`config.mk`:
```
export PLATFORM = sky130hd
export DESIGN_NAME = contrast_range_level_quantizer_core
export DESIGN_NICKNAME = d
export VERILOG_FILES = /design/src/crlq_pkg.sv /design/src/crlq_cell.sv /design/src/crlq_front.sv /design/src/contrast_range_level_quantizer_core.sv
export SDC_FILE = /design/constraint.sdc
export NUM_CORES = 1
export LEC_CHECK = 0
export BUFFER_PORTS_ARGS = -buffer_cell sky130_fd_sc_hd__buf_2
export CAP_MARGIN = 20
export CORE_AREA = 2 2 186 234
export CTS_BUF_LIST = sky130_fd_sc_hd__clkbuf_2 sky130_fd_sc_hd__clkbuf_4 sky130_fd_sc_hd__clkbuf_8
export DETAILED_ROUTE_END_ITERATION = 10
export DIE_AREA = 0 0 188 236
export GPL_ROUTABILITY_DRIVEN = 0
export SYNTH_ARGS = -nofsm -noshare
export SYNTH_HDL_FRONTEND = slang
export SYNTH_SLANG_ARGS = --single-unit
```
`constraint.sdc`:
```
create_clock -name i_clk -period 6.4 [get_ports i_clk]
set_input_delay 0.64 -clock i_clk [delete_from_list [all_inputs] [get_ports i_clk]]
set_output_delay 0.64 -clock i_clk [all_outputs]
set_load 0.01 [all_outputs]
```
`src/crlq_pkg.sv`:
```
// Shared types and constants for the contrast range level quantizer.
`timescale 1ns / 1ps

package crlq_pkg;

    localparam int PIX_W      = 8;
    localparam int LEVEL_W    = 6;
    localparam int NLEV_W     = 7;
    localparam int ROW_W      = 9;
    localparam int RANGE_W    = PIX_W + 1;
    localparam int NUM_W      = RANGE_W + LEVEL_W - 1;
    localparam int PROD_W     = RANGE_W + NLEV_W;
    localparam int N_CELLS    = LEVEL_W;
    localparam int CFG_IDX_W  = 2;
    localparam int CFG_DATA_W = ROW_W;

    localparam int MAX_LEVELS = 64;
    localparam int MAX_ROW    = 500;

    localparam logic [NLEV_W-1:0] NLEV_RESET = NLEV_W'(16);
    localparam logic [ROW_W-1:0]  ROW_RESET  = ROW_W'(60);
    localparam logic [PIX_W-1:0]  PIX_MAX    = '1;
    localparam logic [PIX_W-1:0]  PIX_MIN    = '0;

    typedef enum logic [CFG_IDX_W-1:0] {
        CFG_NUM_LEVELS = CFG_IDX_W'(0),
        CFG_ROW_WIDTH  = CFG_IDX_W'(1)
    } t_cfg_idx;

    // One slot of the divider chain.
    typedef struct packed {
        logic               valid;
        logic [NUM_W-1:0]   rem;
        logic [NUM_W-1:0]   dsh;
        logic [LEVEL_W-1:0] quo;
        logic               force_lv;
        logic [LEVEL_W-1:0] fval;
        logic               row_end;
    } t_cell_data;

    // Effective configuration, seen by the top level checks.
    typedef struct packed {
        logic [LEVEL_W-1:0] levels_m1;
        logic [ROW_W-1:0]   row_w;
    } t_eff;

endpackage

```
`src/crlq_cell.sv`:
```
// One restoring-division cell: resolves one quotient bit and hands on.
`timescale 1ns / 1ps

module crlq_cell
    import crlq_pkg::*;
(
    input  logic       i_clk,
    input  logic       i_rst_n,
    input  logic       i_en,
    input  t_cell_data i_d,
    output t_cell_data o_d
);

    t_cell_data r_d;
    t_cell_data n_d;
    logic       w_ge;

    always_comb begin
        w_ge      = (i_d.rem >= i_d.dsh);
        n_d       = i_d;
        n_d.rem   = w_ge ? (i_d.rem - i_d.dsh) : i_d.rem;
        n_d.quo   = {i_d.quo[LEVEL_W-2:0], w_ge};
        n_d.dsh   = i_d.dsh >> 1;
    end

    always_ff @(posedge i_clk) begin
        if (!i_rst_n) begin
            r_d <= '0;
        end else if (i_en) begin
            r_d <= n_d;
        end
    end

    assign o_d = r_d;

endmodule

```
`src/crlq_front.sv`:
```
// Entry stage: config registers, min/max tracking, column count, dividend setup.
`timescale 1ns / 1ps

module crlq_front
    import crlq_pkg::*;
(
    input  logic                  i_clk,
    input  logic                  i_rst_n,
    input  logic                  i_en,
    input  logic                  i_accept,
    input  logic [PIX_W-1:0]      i_pixel,
    input  logic                  i_phase,
    input  logic                  i_frame_start,
    input  logic                  i_cfg_we,
    input  logic [CFG_IDX_W-1:0]  i_cfg_index,
    input  logic [CFG_DATA_W-1:0] i_cfg_data,
    output t_cell_data            o_d,
    output t_eff                  o_eff
);

    logic [NLEV_W-1:0] r_num_levels;
    logic [ROW_W-1:0]  r_row_width;
    logic [PIX_W-1:0]  r_min, n_min;
    logic [PIX_W-1:0]  r_max, n_max;
    logic [ROW_W-1:0]  r_col, n_col;
    t_cell_data        r_d, n_d;

    logic [NLEV_W-1:0]  w_n;
    logic [ROW_W-1:0]   w_w;
    logic [RANGE_W-1:0] w_range;
    logic [RANGE_W-1:0] w_a;
    logic [PROD_W-1:0]  w_prod;
    logic               w_last;
    logic [PIX_W-1:0]   w_min_base;
    logic [PIX_W-1:0]   w_max_base;

    always_comb begin
        if (r_num_levels == '0) begin
            w_n = NLEV_W'(1);
        end else if (r_num_levels > NLEV_W'(MAX_LEVELS)) begin
            w_n = NLEV_W'(MAX_LEVELS);
        end else begin
            w_n = r_num_levels;
        end
        if (r_row_width == '0) begin
            w_w = ROW_W'(1);
        end else if (r_row_width > ROW_W'(MAX_ROW)) begin
            w_w = ROW_W'(MAX_ROW);
        end else begin
            w_w = r_row_width;
        end
    end

    always_comb begin
        w_range = RANGE_W'(r_max) - RANGE_W'(r_min) + RANGE_W'(1);
        w_a     = RANGE_W'(i_pixel) - RANGE_W'(r_min) + RANGE_W'(1);
        w_prod  = PROD_W'(w_a) * PROD_W'(w_n);
        w_last  = ({1'b0, r_col} + (ROW_W+1)'(1)) >= {1'b0, w_w};

        // frame start restarts the extremes before this pixel counts
        w_min_base = i_frame_start ? PIX_MAX : r_min;
        w_max_base = i_frame_start ? PIX_MIN : r_max;

        n_min = r_min;
        n_max = r_max;
        n_col = r_col;
        if (i_accept && !i_phase) begin
            n_min = (i_pixel < w_min_base) ? i_pixel : w_min_base;
            n_max = (i_pixel > w_max_base) ? i_pixel : w_max_base;
            if (i_frame_start) begin
                n_col = '0;
            end
        end else if (i_accept && i_phase) begin
            n_col = w_last ? '0 : (r_col + ROW_W'(1));
        end

        n_d          = '0;
        n_d.valid    = i_accept && i_phase;
        n_d.rem      = NUM_W'(w_prod - PROD_W'(1));
        n_d.dsh      = NUM_W'(w_range) << (LEVEL_W - 1);
        n_d.row_end  = w_last;
        if (r_max < r_min || i_pixel < r_min) begin
            n_d.force_lv = 1'b1;
            n_d.fval     = '0;
            n_d.rem      = '0;
        end else if (i_pixel > r_max) begin
            n_d.force_lv = 1'b1;
            n_d.fval     = LEVEL_W'(w_n - NLEV_W'(1));
            n_d.rem      = '0;
        end
    end

    always_ff @(posedge i_clk) begin
        if (!i_rst_n) begin
            r_num_levels <= NLEV_RESET;
            r_row_width  <= ROW_RESET;
            r_min        <= PIX_MAX;
            r_max        <= PIX_MIN;
            r_col        <= '0;
            r_d          <= '0;
        end else begin
            if (i_cfg_we) begin
                unique case (i_cfg_index)
                    CFG_NUM_LEVELS: r_num_levels <= NLEV_W'(i_cfg_data);
                    CFG_ROW_WIDTH:  r_row_width  <= ROW_W'(i_cfg_data);
                    default: ;
                endcase
            end
            r_min <= n_min;
            r_max <= n_max;
            r_col <= n_col;
            if (i_en) begin
                r_d <= n_d;
            end
        end
    end

    assign o_d             = r_d;
    assign o_eff.levels_m1 = LEVEL_W'(w_n - NLEV_W'(1));
    assign o_eff.row_w     = w_w;

endmodule

```
`src/contrast_range_level_quantizer_core.sv`:
```
// Top level: entry stage followed by a chain of one-bit division cells.
// A render pixel's result passes the entry register, loaded when the pixel transfers,
// then six division cells, one quotient bit per cell.
// Throughput: one pixel per cycle; the whole chain holds while a finished
// result waits under output stall. Measure pixels give no result.
// Reset (synchronous, active low) empties the chain and restores the
// extremes, the column count and both config registers to their defaults.
`timescale 1ns / 1ps

module contrast_range_level_quantizer_core
    import crlq_pkg::*;
(
    input  logic                  i_clk,
    input  logic                  i_rst_n,
    input  logic                  i_in_valid,
    output logic                  o_in_stall,
    input  logic [PIX_W-1:0]      i_pixel,
    input  logic                  i_phase,
    input  logic                  i_frame_start,
    output logic                  o_out_valid,
    input  logic                  i_out_stall,
    output logic [LEVEL_W-1:0]    o_level,
    output logic                  o_row_end,
    input  logic                  i_cfg_valid,
    output logic                  o_cfg_ready,
    input  logic [CFG_IDX_W-1:0]  i_cfg_index,
    input  logic [CFG_DATA_W-1:0] i_cfg_data
);

    t_cell_data w_chain [N_CELLS+1];
    t_eff       w_eff;
    logic       w_en;
    logic       w_accept;
    t_cell_data w_tail;

    // advance everything unless a finished result is held by the sink
    assign w_en        = !(w_tail.valid && i_out_stall);
    assign o_in_stall  = !w_en;
    assign w_accept    = i_in_valid && w_en;
    assign o_cfg_ready = 1'b1;

    crlq_front u_front (
        .i_clk         (i_clk),
        .i_rst_n       (i_rst_n),
        .i_en          (w_en),
        .i_accept      (w_accept),
        .i_pixel       (i_pixel),
        .i_phase       (i_phase),
        .i_frame_start (i_frame_start),
        .i_cfg_we      (i_cfg_valid && o_cfg_ready),
        .i_cfg_index   (i_cfg_index),
        .i_cfg_data    (i_cfg_data),
        .o_d           (w_chain[0]),
        .o_eff         (w_eff)
    );

    for (genvar g = 0; g < N_CELLS; g++) begin : g_cell
        crlq_cell u_cell (
            .i_clk   (i_clk),
            .i_rst_n (i_rst_n),
            .i_en    (w_en),
            .i_d     (w_chain[g]),
            .o_d     (w_chain[g+1])
        );
    end

    assign w_tail      = w_chain[N_CELLS];
    assign o_out_valid = w_tail.valid;
    assign o_level     = w_tail.force_lv ? w_tail.fval : w_tail.quo;
    assign o_row_end   = w_tail.row_end;

    a_reset_empty: assert property (@(posedge i_clk)
        !$past(i_rst_n) |-> !o_out_valid)
        else $error("result valid right after reset");

    a_stall_cause: assert property (@(posedge i_clk) disable iff (!i_rst_n)
        o_in_stall |-> (o_out_valid && i_out_stall))
        else $error("input stalled without a held result");

    a_level_range: assert property (@(posedge i_clk) disable iff (!i_rst_n)
        o_out_valid |-> (o_level <= w_eff.levels_m1))
        else $error("level beyond the level count");

    a_unit_row: assert property (@(posedge i_clk) disable iff (!i_rst_n)
        (o_out_valid && w_eff.row_w == ROW_W'(1)) |-> o_row_end)
        else $error("row of one pixel not closed");

    a_advance: assert property (@(posedge i_clk) disable iff (!i_rst_n)
        (w_en && w_chain[N_CELLS-1].valid) |=> o_out_valid)
        else $error("result lost in last cell");

endmodule

```
==> Yosys cells after proc, flatten, opt, wreduce, memory -nomap -nowiden <==
Cells that the tools add are included.
{ "word_totals": {"regBits": 263, "latch_bits": 0, "mem_bits_rw": 0, "mem_bits_ro": 0, "word_cells": 117, "n_memories": 0} }
{ "op_classes": {"n_addsub": 13, "multipliers": 1, "div_mod_pow": 0, "order_cmp": 14, "eq_ne": 2, "shifts": 0, "n_mux": 22, "bitwise": 0, "reduce_logical": 14} }
{ "op_table": {"columns": ["operator", "n"], "rows": [
  ["$mux W14", 7],
  ["$mux W9", 6],
  ["$mux W8", 4],
  ["$mux W7", 4],
  ["$add A9 B1 Y9 const B", 3],
  ["$lt A8 B8 Y1", 3],
  ["$sub A8 B8 Y9", 2],
  ["$gt A8 B8 Y1", 2],
  ["$ge A14 B10 Y1", 1],
  ["$ge A14 B11 Y1", 1],
  ["$ge A14 B12 Y1", 1],
  ["$ge A14 B13 Y1", 1],
  ["$ge A14 B14 Y1", 1],
  ["$ge A14 B9 Y1", 1],
  ["$mul A9 B7 Y14", 1],
  ["$sub A14 B1 Y14 const B", 1],
  ["$sub A14 B10 Y14", 1],
  ["$sub A14 B11 Y14", 1],
  ["$sub A14 B12 Y14", 1],
  ["$sub A14 B13 Y14", 1],
  ["$sub A14 B14 Y14", 1],
  ["$add A9 B1 Y10 const B", 1],
  ["$ge A10 B9 Y1", 1],
  ["$gt A9 B9 Y1 const B", 1],
  ["13 further kinds", 19]
]} }

==> Longest topological paths before layout <==
Gate-level depths: netlist of the first run.
{ "depth": {"depth_word": 7, "ltp_mapped": 24, "mapped_depth_nobuf": 24} }

==> Modules after synthesis <==
A second synthesis of the first run with hierarchy kept.
{ "hier_totals": {"hier_cells": 2534, "area_unflattened_um2": 22059.9} }
{ "modules_own_cells": {"columns": ["module", "instances", "cells_each", "area_each_um2", "seq_area_each_um2"], "rows": [
  ["crlq_cell (g_cell[0].u_cell ...)", 5, 276, 2458.6, 840.8],
  ["crlq_front", 1, 840, 7058.0, 1461.4],
  ["crlq_cell (g_cell[1].u_cell)", 1, 302, 2578.7, 840.8],
  ["contrast_range_level_quantizer_core", 1, 12, 130.1, 0.0]
]} }

==> Worst setup path before layout of the first run <==
No wires, ideal clock.
{ "synth_timing": {"kind": "input to register", "from": "input i_pixel[1]", "to": "register u_front.r_d, in the netlist u_front.o_d[40]", "arrival_time_ps": 5714, "t_required_ps": 6266, "setup_slack_ps": 552, "stages": 23, "path_cell_list": "inv_1 > ha_1 > inv_1 > ha_1 > fa_1 > a21o_1 > a21oi_1 > xnor2_1 > nand2_1 > fa_1 > inv_1 > fa_1 > fa_1 > inv_1 > fa_1 > inv_1 > ha_1 > nor4_1 > a21oi_1 > a31o_2 > a21oi_1 > xor2_1 > o22ai_1"} }
{ "synth_via": {"elab_chain_len": 6, "elab_cells_between_ends": 9} }
{ "synth_rtl": {"columns": ["element", "line", "source"], "rows": [
  ["from (decl)", "contrast_range_level_quantizer_core.sv:17", "input logic [PIX_W-1:0] i_pixel,"],
  ["$sub A8 B8 Y9", "crlq_front.sv:56", "w_a = RANGE_W'(i_pixel) - RANGE_W'(r_min) + RANGE_W'(1);"],
  ["$add A9 B1 Y9", "crlq_front.sv:56", null],
  ["$mul A9 B7 Y14", "crlq_front.sv:57", "w_prod = PROD_W'(w_a) * PROD_W'(w_n);"],
  ["$sub A14 B1 Y14", "crlq_front.sv:79", "n_d.rem = NUM_W'(w_prod - PROD_W'(1));"],
  ["$mux W14", "crlq_front.sv:86", "end else if (i_pixel > r_max) begin"],
  ["$mux W14 (*)", "crlq_front.sv:82", "if (r_max < r_min || i_pixel < r_min) begin"],
  ["to (signal assigned)", "crlq_front.sv:113", "r_d <= n_d;"],
  ["to (decl)", "crlq_front.sv:26", "t_cell_data r_d, n_d;"]
]} }
Every way passes the cells marked *; elsewhere a longest branch is shown, timed or not.
A chain may end at the register's enable or synchronous reset.

==> Worst setup path in the final report of the first run <==
{ "layout_timing": {"from": "register u_front.r_min[3]", "to": "register u_front.r_d, in the netlist u_front.o_d[40]"} }
{ "layout_via": {"elab_chain_len": 6, "elab_cells_between_ends": 9} }
{ "layout_rtl": {"columns": ["element", "line", "source"], "rows": [
  ["from (decl)", "crlq_front.sv:23", "logic [PIX_W-1:0] r_min, n_min;"],
  ["from (signal assigned)", "crlq_front.sv:109", "r_min <= n_min;"],
  ["$sub A8 B8 Y9", "crlq_front.sv:56", null],
  ["$add A9 B1 Y9", "crlq_front.sv:56", null],
  ["$mul A9 B7 Y14", "crlq_front.sv:57", null],
  ["$sub A14 B1 Y14", "crlq_front.sv:79", null],
  ["$mux W14", "crlq_front.sv:86", null],
  ["$mux W14 (*)", "crlq_front.sv:82", null]
]} }
Marks and branches as above.

==> results of run 1 <==
kinds of logic (layout without fill, tap and decap cells):
logic type	count (synthesis)	after routing
AND/OR/NAND/NOR	688	688
AO/OA/AOI/OAI	504	504
buffers and inverters	284	321
flip-flops	263	263
adder cells (fa/ha/maj)	204	204
XOR/XNOR	56	56
multiplexers	34	34
other	1	1
registers in the layout, indices dropped and copies added, names as in the netlist:
signal and cells:
g_cell.u_cell.o_d 190, u_front.r_min 8, u_front.r_num_levels 7, u_front.o_d 32, u_front.r_row_width 9, u_front.r_max 8
u_front.r_col 9
cell type report:
type | instances | area share [%]
Tap cell | 565 | 3.94
Inverter | 188 | 3.99
Timing Repair Buffer | 48 | 1.51
Sequential cell | 263 | 29.3
Multi-Input combinational cell | 1487 | 55.5
Clock buffer | 72 | 5.03
Clock inverter | 13 | 0.662
stage by stage:
stage | setup slack, ns | std cells | utilization (%)
2_1_floorplan | 0.552 | 2034 | -
3_3_place_gp | 0.213 | 2549 | 39.8
3_5_place_dp | 0.112 | 2551 | 39.8
4_1_cts | 0.448 | 2636 | 42.2
5_1_grt | 0.0624 | 2636 | 42.3
6_report | 0.502 | 2636 | 42.3
power groups by stage:
| stage | clock network (mW) | logic (mW) | registers [mW] |
|---|---|---|---|
| 2_1_floorplan | 0 | 1.59 | 1.87 |
| 3_3_place_gp | 0 | 1.94 | 1.91 |
| 3_5_place_dp | 0 | 1.99 | 1.91 |
| 4_1_cts | 1.75 | 2.00 | 1.88 |
| 5_1_grt | 1.82 | 2.26 | 1.90 |
| 6_report | 1.70 | 2.01 | 1.88 |
cell usage after synthesis, drive strengths merged, types with 27 or more instances:
| library cell | instances | area, um^2 |
|---|---|---|
| inv | 187 | 702 |
| nand2 | 367 | 1380 |
| dfxtp | 263 | 5270 |
| nand3 | 43 | 220 |
| xnor2 | 36 | 315 |
| ha | 152 | 1900 |
| clkbuf | 82 | 309 |
| a211oi | 27 | 208 |
| nor2 | 133 | 499 |
| mux2i | 27 | 270 |
| a21oi | 227 | 1140 |
| fa | 52 | 1040 |
| o21ai | 89 | 445 |
final timing paths:
| check | from | endpoint | slack (ns) | depth (start not counted) |
|---|---|---|---|---|
| worst min register to register | g_cell[0].u_cell.o_d[21]$_SDFFE_PN0N_ | g_cell[1].u_cell.o_d[20]$_SDFFE_PN0N_ | 0.44 | 2 |
| worst max register to register | u_front.r_min[3]$_SDFFE_PN1P_ | u_front.o_d[40]$_SDFFE_PN0N_ | 0.50 | 22 |
| worst max-delay path | u_front.r_min[3]$_SDFFE_PN1P_ | u_front.o_d[40]$_SDFFE_PN0N_ | 0.50 | 22 |
| worst min-delay path | i_cfg_data[7] | u_front.r_row_width[7]$_SDFFE_PN0P_ | 0.25 | 3 |
per-layer routing:
layer,part of all wire [%],vias to the layer above,global-route usage (%)
li1,-,6949,-
met1,43,6491,20.4
met2,49,231,31.8
met3,2.9,108,2.44
met4,4.8,0,9.40
met5,0,-,0
worst min-delay path: stages:
cell and delay, ns:
buf_2 0.09, nand2_1 0.05, a21oi_1 0.05
layout by cell type, fill, tap and decap left out, drive strengths merged, types with 48 or more instances in the layout:
cell type,count
a21oi,227
ha,152
o21ai,89
nand2,367
inv,190
nor2,133
clkbuf,72
fa,52
buf,48
dfxtp,263
timing repair:
action / in CTS / in global routing
setup endpoints to repair: 0 / 1
hold buffers: 0 / 0
gates resized for setup: 0 / 3
setup buffers: 0 / 0
==> metrics.md, run 1 <==
| Metric | Value |
|---|---|
| Num CTS Buffers | `47` |
| DR vias/cell | `roughly 5.2` |
| Clock sink count | `between 200 and 300` |
| Count of final setup violators | `0` |
| IO buf count | `34` |
| Synth Area in Adders | `around 18%` |
| Main synth FF type | `dfxtp_1` |
| Seq. cell area | `~0.0053 mm^2` |
| Hpwl dp | `roughly 28 mm` |
| Multi-input logic area | `about 0.01 mm^2` |
| CTS H-Tree Depth | `2` |
| Clock share of power | `between 30% and 40%` |
| Crit path max-delay family | `adder cells` |
| Multiplexer share of the synthesized area | `under 10%` |
| Part of the power in combinational logic | `between 30% and 40%` |
| Flops & latches, synth | `about 260` |
| Hold Slack | `0.250 ns` |
| Post-Synth XOR/XNOR Area | `a little over 3%` |
| P_sw | `2.00 mW` |
| DR pass1 iterations | `6` |
| Mapped Area | `around 0.016 mm^2` |
| Post-route antenna net violation count | `0` |
| I/O pins | `36` |
| Hold crit path type | `input port to flip-flop` |
| Leakage dissipation | `7.27 nW` |
| Crit Path Category | `flip-flop to flip-flop` |
| ANT cells | `0` |
| Die W | `around 190 um` |
| Final net count | `about 2300` |
| CTS Root Cell | `clkbuf_8` |
| Layout cells sized above 1 | `under 10%` |
| Total Wirelength | `between 30 and 40 mm` |
| Worst EP required | `between 6 and 7 ns` |
| CP endpoint kind | `flip-flop` |
| Syn Inst Count | `2034` |
| Die area | `roughly 0.044 mm^2` |
| Via count | `approximately 14000` |
| EDFF count, synth | `0` |
| Initial DRC count | `about 670` |
| Final period demand of the worst path | `5.90 ns` |
| Main combinational cell family by area after synthesis | `compound AO/OA/AOI/OAI gates` |
| Status | `finished, final reports clean` |
| Net Sw Frac | `a little over a third` |
| # fillers | `between 4000 and 5000` |
| Post-Syn Nets | `2264` |
| Pwr Total | `about 5.6 mW` |
| CP arrival | `around 6.3 ns` |
| Hold Fails Final Rpt | `0` |
| Maxcap violations | `0` |
| Worst vdd ir | `approximately 0.17 mV` |
| Critical path buffers and inverters | `4` |
| Finished Cell Area | `~0.018 mm^2` |
| Largest net degree at the start of global routing | `120` |
| Worst Skew | `around 0.051 ns` |
| Sequential Power Share | `33.7%` |
| Crit-path max cell delay | `between 0.5 and 0.6 ns` |
| Antenna violations before repair | `0` |
| Vias in the first global route | `around 14000` |
| Std cell rows | `85` |
| Final Max Tran Viols | `0` |
| Yosys warns | `0` |
| Drc violations | `0` |
| Fraction of the mapped netlist area in simple logic gates | `between 10% and 20%` |
| First-pass GRT wire length | `about 66 mm` |
| Cell area power density | `between 300 and 400 mW/mm^2` |
| Post-synthesis async set-or-reset flop share | `0%` |
| Compound-Gate Fraction of Synth Area | `between 10% and 20%` |
| Total grt overflow | `0` |
| Overall Global Routing Usage | `between 15 and 20%` |
| Worst slew pin tran | `around 1.0 ns` |
| Avg Inst Size Synth | `8.01 um^2` |
| Placed cell area | `around 0.017 mm^2` |
| CP Cell Sequence | `inv_1 -> ha_1 -> ha_1 -> a211oi_1 -> o21bai_1 -> a21oi_2 -> xnor2_1 -> nand2_1 -> fa_1 -> inv_1 -> fa_1 -> fa_1 -> inv_1 -> fa_1 -> inv_1 -> ha_1 -> nor4_2 -> o21ai_0 -> a31o_2 -> a21oi_1 -> xor2_1 -> o22ai_1` |
| Sequential share of the synthesized area | `between 30% and 40%` |
| Area Growth Syn to Fin | `10.2%` |
| Final setup TNS | `0 ns` |
| Clock Path Buffers | `3` |
| Initial Util | `38.4%` |
| Rel. slew slack | `~30%` |
| CTS clk-pin slew, worst paths | `approximately 0.060 ns` |
| RSZ-0062 raised after global routing | `no` |
| Tcrit/Tclk final | `between 90 and 100%` |
| Die H | `about 240 um` |
| Clk_lat worst skew | `0.63 ns` |
| Core Region | `between 0.04 and 0.05 mm^2` |
| Crit start category | `flip-flop` |
| CP max stage cell | `fa_1` |
| WL/cell | `14.9 um` |
| Crit Path Max Fanout | `5` |
| Post-synth cell types | `81` |
| Internal power | `3.58 mW` |
| CTS tree | `built` |
| FMAX | `between 0.15 and 0.2 GHz` |
No activity file was read; power rests on OpenSTA's default activity.
==> run 2, diff against run 1 <==
--- a/config.mk
+++ b/config.mk
@@ -7,11 +7,13 @@
 export LEC_CHECK = 0
 export BUFFER_PORTS_ARGS = -buffer_cell sky130_fd_sc_hd__buf_2
 export CAP_MARGIN = 20
-export CORE_AREA = 2 2 186 234
+export CORE_AREA = 2 2 216 271
 export CTS_BUF_LIST = sky130_fd_sc_hd__clkbuf_2 sky130_fd_sc_hd__clkbuf_4 sky130_fd_sc_hd__clkbuf_8
 export DETAILED_ROUTE_END_ITERATION = 10
-export DIE_AREA = 0 0 188 236
+export DIE_AREA = 0 0 218 273
 export GPL_ROUTABILITY_DRIVEN = 0
+export MAX_ROUTING_LAYER = met4
 export SYNTH_ARGS = -nofsm -noshare
 export SYNTH_HDL_FRONTEND = slang
+export SYNTH_HIERARCHICAL = 1
 export SYNTH_SLANG_ARGS = --single-unit
==> metrics.md, run 2 <==
| Metric | Value |
|---|---|
| Largest net degree at the start of global routing | `between 100 and 150` |
| Cts hold-fix bufs | `0` |
| Final Max Tran Viols | `0` |
| CP endpoint kind | `flip-flop` |
| IO buf count | `34` |
| CTS clk-pin slew, worst paths | `approximately 0.060 ns` |
| Vias in the first global route | `approximately 16000` |
| Metal2 WL | `about 25 mm` |
| Max reg flops | `210` |
| Clock Path Buffers | `3` |
| Yosys warns | `6` |
| Initial Util | `a little over a third` |
| Hpwl dp | `just under 40 mm` |
| Overall Global Routing Usage | `between 15 and 20%` |
| Core Region | `approximately 0.057 mm^2` |
| I/O pins | `36` |
| FMAX | `around 0.17 GHz` |
| Maxcap violations | `0` |
| Rel. slew slack | `a little over a third` |
| Drc violations | `0` |
| First-pass GRT wire length | `~83 mm` |
| Die area | `0.0595 mm^2` |
| Post-route antenna net violation count | `0` |
| Leakage dissipation | `between 10 and 15 nW` |
| Count of final setup violators | `0` |
| Die H | `roughly 270 um` |
| Clock sink count | `283` |
| WL/cell | `between 15 and 20 um` |
| Area Growth Syn to Fin | `8.15%` |
| Post-CTS Setup Bufs | `0` |
| RSZ-0062 raised after global routing | `no` |
| Pwr Total | `6.26 mW` |
| Mapped Area | `0.0200 mm^2` |
| Reg2Reg Depth | `24` |
| Post-CTS sizing | `0` |
| Layout cells sized above 1 | `slightly above 10%` |
| Clk_lat worst skew | `about 0.67 ns` |
| Slack of the critical path | `between 0.3 and 0.4 ns` |
| Total grt overflow | `0` |
| WL met3 | `between 1.5 and 2 mm` |
| Worst vdd ir | `0.155 mV` |
| DR pass1 iterations | `5` |
| Final period demand of the worst path | `between 6 and 7 ns` |
| CTS H-Tree Depth | `2` |
| Num CTS Buffers | `53` |
| Status | `finished, final reports clean` |
| Total Wirelength | `50.6 mm` |
| # fillers | `5810` |
| DR top layer | `met4` |
| Std cell rows | `just under 100` |
| Cell area power density | `about 290 mW/mm^2` |
| Worst EP required | `6.91 ns` |
| Via count | `approximately 16000` |
| Initial DRC count | `829` |
| Antenna violations before repair | `1` |
| Crit Path Max Fanout | `5` |
| Worst slew pin tran | `approximately 0.96 ns` |
| CP arrival | `6.53 ns` |
| Final setup TNS | `0 ns` |
| Pre-CTS setup slack | `about 0.0011 ns` |
| Hold crit path type | `input port to flip-flop` |
| Syn Inst Count | `between 2000 and 2500` |
| Reg-to-reg setup timing slack | `around 0.38 ns` |
| Avg Inst Size Synth | `8.70 um^2` |
| Tcrit/Tclk final | `94.1%` |
| Worst Skew | `roughly 0.045 ns` |
| Crit Path Category | `flip-flop to flip-flop` |
| Die W | `roughly 220 um` |
| Seq. cell area | `around 0.0057 mm^2` |
| CTS Root Cell | `clkbuf_8` |
| CTS tree | `built` |
| Met1 wire length | `20.9 mm` |
| Final net count | `2551` |
| Hold Fails Final Rpt | `0` |
| DR vias/cell | `5.28` |
| Multi-input logic area | `0.0127 mm^2` |
| Hold Path Stages | `3` |
| Crit start category | `flip-flop` |
| Commonest non-fill, non-tap cell in the layout | `dfxtp_1` |
| Most frequent cells in the layout | `283 x dfxtp_1, 264 x nor2_1, 219 x inv_1` |
-- run 2: final timing paths --
| path | start | to |
|---|---|---|
| min | i_cfg_data[8] | u_front/r_row_width[8]$_SDFFE_PN0P_ |
| max | u_front/r_min[1]$_SDFFE_PN1P_ | u_front/o_d[41]$_SDFFE_PN0P_ |
| min reg2reg | u_front/o_d[34]$_SDFFE_PN0P_ | g_cell[0].u_cell/o_d[34]$_SDFFE_PN0P_ |
| max reg2reg | u_front/r_min[1]$_SDFFE_PN1P_ | u_front/o_d[41]$_SDFFE_PN0P_ |
-- run 2: report_power, final --
group / internal (mW) / total (mW) / switching (mW)
Sequential: 1.88 / 1.99 / 0.106
Clock: 1.17 / 1.97 / 0.801
Combinational: 0.968 / 2.31 / 1.34
-- run 2: cell type report --
| cell class | count | area share (%) |
|---|---|---|
| Multi-Input combinational cell | 1677 | 58.6 |
| Clock buffer | 75 | 4.45 |
| Timing Repair Buffer | 56 | 1.63 |
| Inverter | 219 | 3.80 |
| Antenna cell | 1 | 0.0116 |
| Tap cell | 750 | 4.33 |
| Sequential cell | 283 | 26.2 |
| Clock inverter | 14 | 1.02 |
-- run 2: per-stage QoR --
| step | utilization [%] | instances | area [um^2] | hold WS (ns) |
|---|---|---|---|---|
| 5_1_grt | 38.1 | 3075 | 21700 | 0.230 |
| 6_report | 38.1 | 3075 | 21700 | 0.249 |
| 2_1_floorplan | - | 2307 | 20000 | 0.437 |
| 3_3_place_gp | 36.0 | 2984 | 20500 | 0.474 |
| 3_5_place_dp | 36.0 | 2984 | 20500 | 0.466 |
| 4_1_cts | 38.0 | 3073 | 21600 | 0.200 |
-- run 2: metal layers --
layer	up-vias	global-route usage [%]
met2	326	30.9
met4	0	9.29
met1	7690	18.6
li1	8038	-
met3	170	2.48
met5	-	-
-- run 2: critical path, stage by stage (launching register included) --
cell and delay (ns):
dfxtp_1 0.36, ha_1 0.30, inv_1 0.06, ha_1 0.21, fa_1 0.39, nor2b_1 0.17, o21ai_1 0.19, nand2b_1 0.07
a21oi_1 0.17, xor2_1 0.38, nor2_1 0.10, fa_1 0.51, fa_1 0.45, fa_1 0.56, inv_1 0.06, fa_1 0.52
inv_1 0.05, ha_1 0.32, a21o_1 0.20, a21oi_1 0.14, o31ai_1 0.12, a21o_1 0.19, a21oi_1 0.17, nand4bb_1 0.14
nand3_1 0.07
==> run 3, diff against run 2 <==
--- a/config.mk
+++ b/config.mk
@@ -12,7 +12,6 @@
 export DETAILED_ROUTE_END_ITERATION = 10
 export DIE_AREA = 0 0 218 273
 export GPL_ROUTABILITY_DRIVEN = 0
-export MAX_ROUTING_LAYER = met4
 export SYNTH_ARGS = -nofsm -noshare
 export SYNTH_HDL_FRONTEND = slang
 export SYNTH_HIERARCHICAL = 1
==> metrics.md, run 3 (synthesized netlist as in run 2, its figures left out) <==
| Metric | Value |
|---|---|
| Post-CTS sizing | `0` |
| Clock share of power | `31.4%` |
| Leakage dissipation | `just over 10 nW` |
| Finished Layout Cells | `approximately 3100` |
| CTS Root Cell | `clkbuf_8` |
| Maxcap violations | `0` |
| Multi-input logic area | `0.0127 mm^2` |
| Internal power | `~4 mW` |
| First-pass GRT wire length | `82.6 mm` |
| Max reg flops | `210` |
| Num CTS Buffers | `53` |
| Hold Fails Final Rpt | `0` |
| RSZ-0062 raised after global routing | `no` |
| P_sw | `between 2 and 2.5 mW` |
| Drc violations | `0` |
| Vias in the first global route | `16300` |
| Met1 Track Usage GR | `a little under a fifth` |
| Cts hold-fix bufs | `0` |
| Final net count | `~2600` |
| Final setup TNS | `0 ns` |
| Core Util, Final | `38.1%` |
| Crit Path Category | `flip-flop to flip-flop` |
| Initial DRC count | `between 800 and 900` |
| Clock Path Buffers | `3` |
| Met2 Use GR | `31.0%` |
| Status | `finished, final reports clean` |
| Die W | `roughly 220 um` |
| Hold crit path type | `input port to flip-flop` |
| Hpwl dp | `38.5 mm` |
| Total grt overflow | `0` |
| DR pass1 iterations | `7` |
| Reg2reg start | `u_front/r_min[1]$_SDFFE_PN1P_` |
| CTS tree | `built` |
| Most frequent cells in the layout | `283 x dfxtp_1, 264 x nor2_1, 219 x inv_1` |
| Initial Util | `35.2%` |
| Part of the power in combinational logic | `a little under two fifths` |
| DR vias/cell | `approximately 5.3` |
| Total Wirelength | `approximately 50 mm` |
| Area Growth Syn to Fin | `8.15%` |
| Worst vdd ir | `roughly 0.15 mV` |
| Count of final setup violators | `0` |
| WL/cell | `between 15 and 20 um` |
| Via count | `roughly 16000` |
| Worst Skew | `0.0445 ns` |
| Net Sw Frac | `a little over a third` |
| Crit path launch | `u_front/r_min[1]$_SDFFE_PN1P_` |
| Pwr Total | `about 6.3 mW` |
| Tcrit/Tclk final | `between 90% and 100%` |
| Worst slew pin tran | `about 0.96 ns` |
| Crit start category | `flip-flop` |
| CTS clk-pin slew, worst paths | `around 0.060 ns` |
| DP Cell Count | `about 3000` |
| Largest net degree at the start of global routing | `120` |
| Post-route antenna net violation count | `0` |
| Cell area power density | `slightly below 300 mW/mm^2` |
| Post-CTS Setup Bufs | `0` |
| IO buf count | `34` |
| Core Region | `0.0569 mm^2` |
| Antenna violations before repair | `1` |
| CP arrival | `between 6 and 7 ns` |
| Final Max Tran Viols | `0` |
| Crit Path Max Fanout | `5` |
| Layout cells sized above 1 | `just over 10%` |
| Global route hottest layer | `met2` |
| Sequential Power Share | `between 30% and 40%` |
| Commonest non-fill, non-tap cell in the layout | `dfxtp_1` |
| Overall Global Routing Usage | `between 15 and 20%` |
| Clk_lat worst skew | `0.67 ns` |
| Rel. slew slack | `~36%` |
| Hold path start | `i_cfg_data[8]` |
| FMAX | `between 0.15 and 0.2 GHz` |
| Die H | `273 um` |
| CTS H-Tree Depth | `2` |
| Final period demand of the worst path | `approximately 6.0 ns` |
| # fillers | `slightly below 6000` |
| GRT met3 Usage | `roughly 2.7%` |
| Die area | `slightly below 0.06 mm^2` |
| Seq. cell area | `0.00567 mm^2` |
| Std cell rows | `slightly below 100` |
| Worst EP required | `6.91 ns` |
| Clock sink count | `between 200 and 300` |
| CP endpoint kind | `flip-flop` |
| I/O pins | `36` |
run 3: cell counts in the layout (fill, tap and decap cells not counted):
No cell type changed its count.
run 3: per-layer routing:
metal	share of wire, %	routed length, um
met2	50	25500
met3	3.3	1700
met1	41	20800
met4	5.3	2660
met5	0	0
run 3: worst max-delay path, stage by stage (launching register included):
cell	delay, ns
dfxtp_1	0.36
ha_1	0.30
inv_1	0.06
ha_1	0.21
fa_1	0.38
nor2b_1	0.17
o21ai_1	0.19
nand2b_1	0.07
a21oi_1	0.17
xor2_1	0.38
nor2_1	0.10
fa_1	0.51
fa_1	0.45
fa_1	0.56
inv_1	0.06
fa_1	0.52
inv_1	0.05
ha_1	0.32
a21o_1	0.20
a21oi_1	0.14
o31ai_1	0.12
a21o_1	0.19
a21oi_1	0.17
nand4bb_1	0.15
nand3_1	0.07
run 3: layout make-up:
cell class                 instances  area share (%)
antenna                            1          0.0116
clock buffer                      75            4.45
clock inverter                    14            1.02
timing repair buffer              56            1.63
sequential                       283            26.2
tap                              750            4.33
multi-input combinational       1677            58.6
inverter                         219            3.80
run 3: power groups by stage:
stage	logic [mW]	clock network, mW	registers (mW)
floorplan	1.87	0	1.97
global placement	2.23	0	2.02
detailed placement	2.29	0	2.03
CTS	2.30	2.03	1.99
global route	2.58	2.11	2.00
finish	2.31	1.97	1.99
run 3: worst paths after layout:
| path | end | cells past startpoint | slack (ns) |
|---|---|---|---|
| setup / recovery | u_front/o_d[41]$_SDFFE_PN0P_ | 24 | 0.38 |
| hold / removal | u_front/r_row_width[8]$_SDFFE_PN0P_ | 3 | 0.25 |
| setup reg to reg | u_front/o_d[41]$_SDFFE_PN0P_ | 24 | 0.38 |
| hold reg to reg | g_cell[0].u_cell/o_d[34]$_SDFFE_PN0P_ | 2 | 0.47 |
run 3: stage by stage:
step	setup slack [ns]	instance area [um^2]	hold WS, ns
2_1_floorplan	0.410	20000	0.437
5_1_grt	0.0537	21700	0.230
3_5_place_dp	0.00110	20500	0.466
6_report	0.384	21700	0.246
4_1_cts	0.379	21600	0.200
3_3_place_gp	0.166	20500	0.474
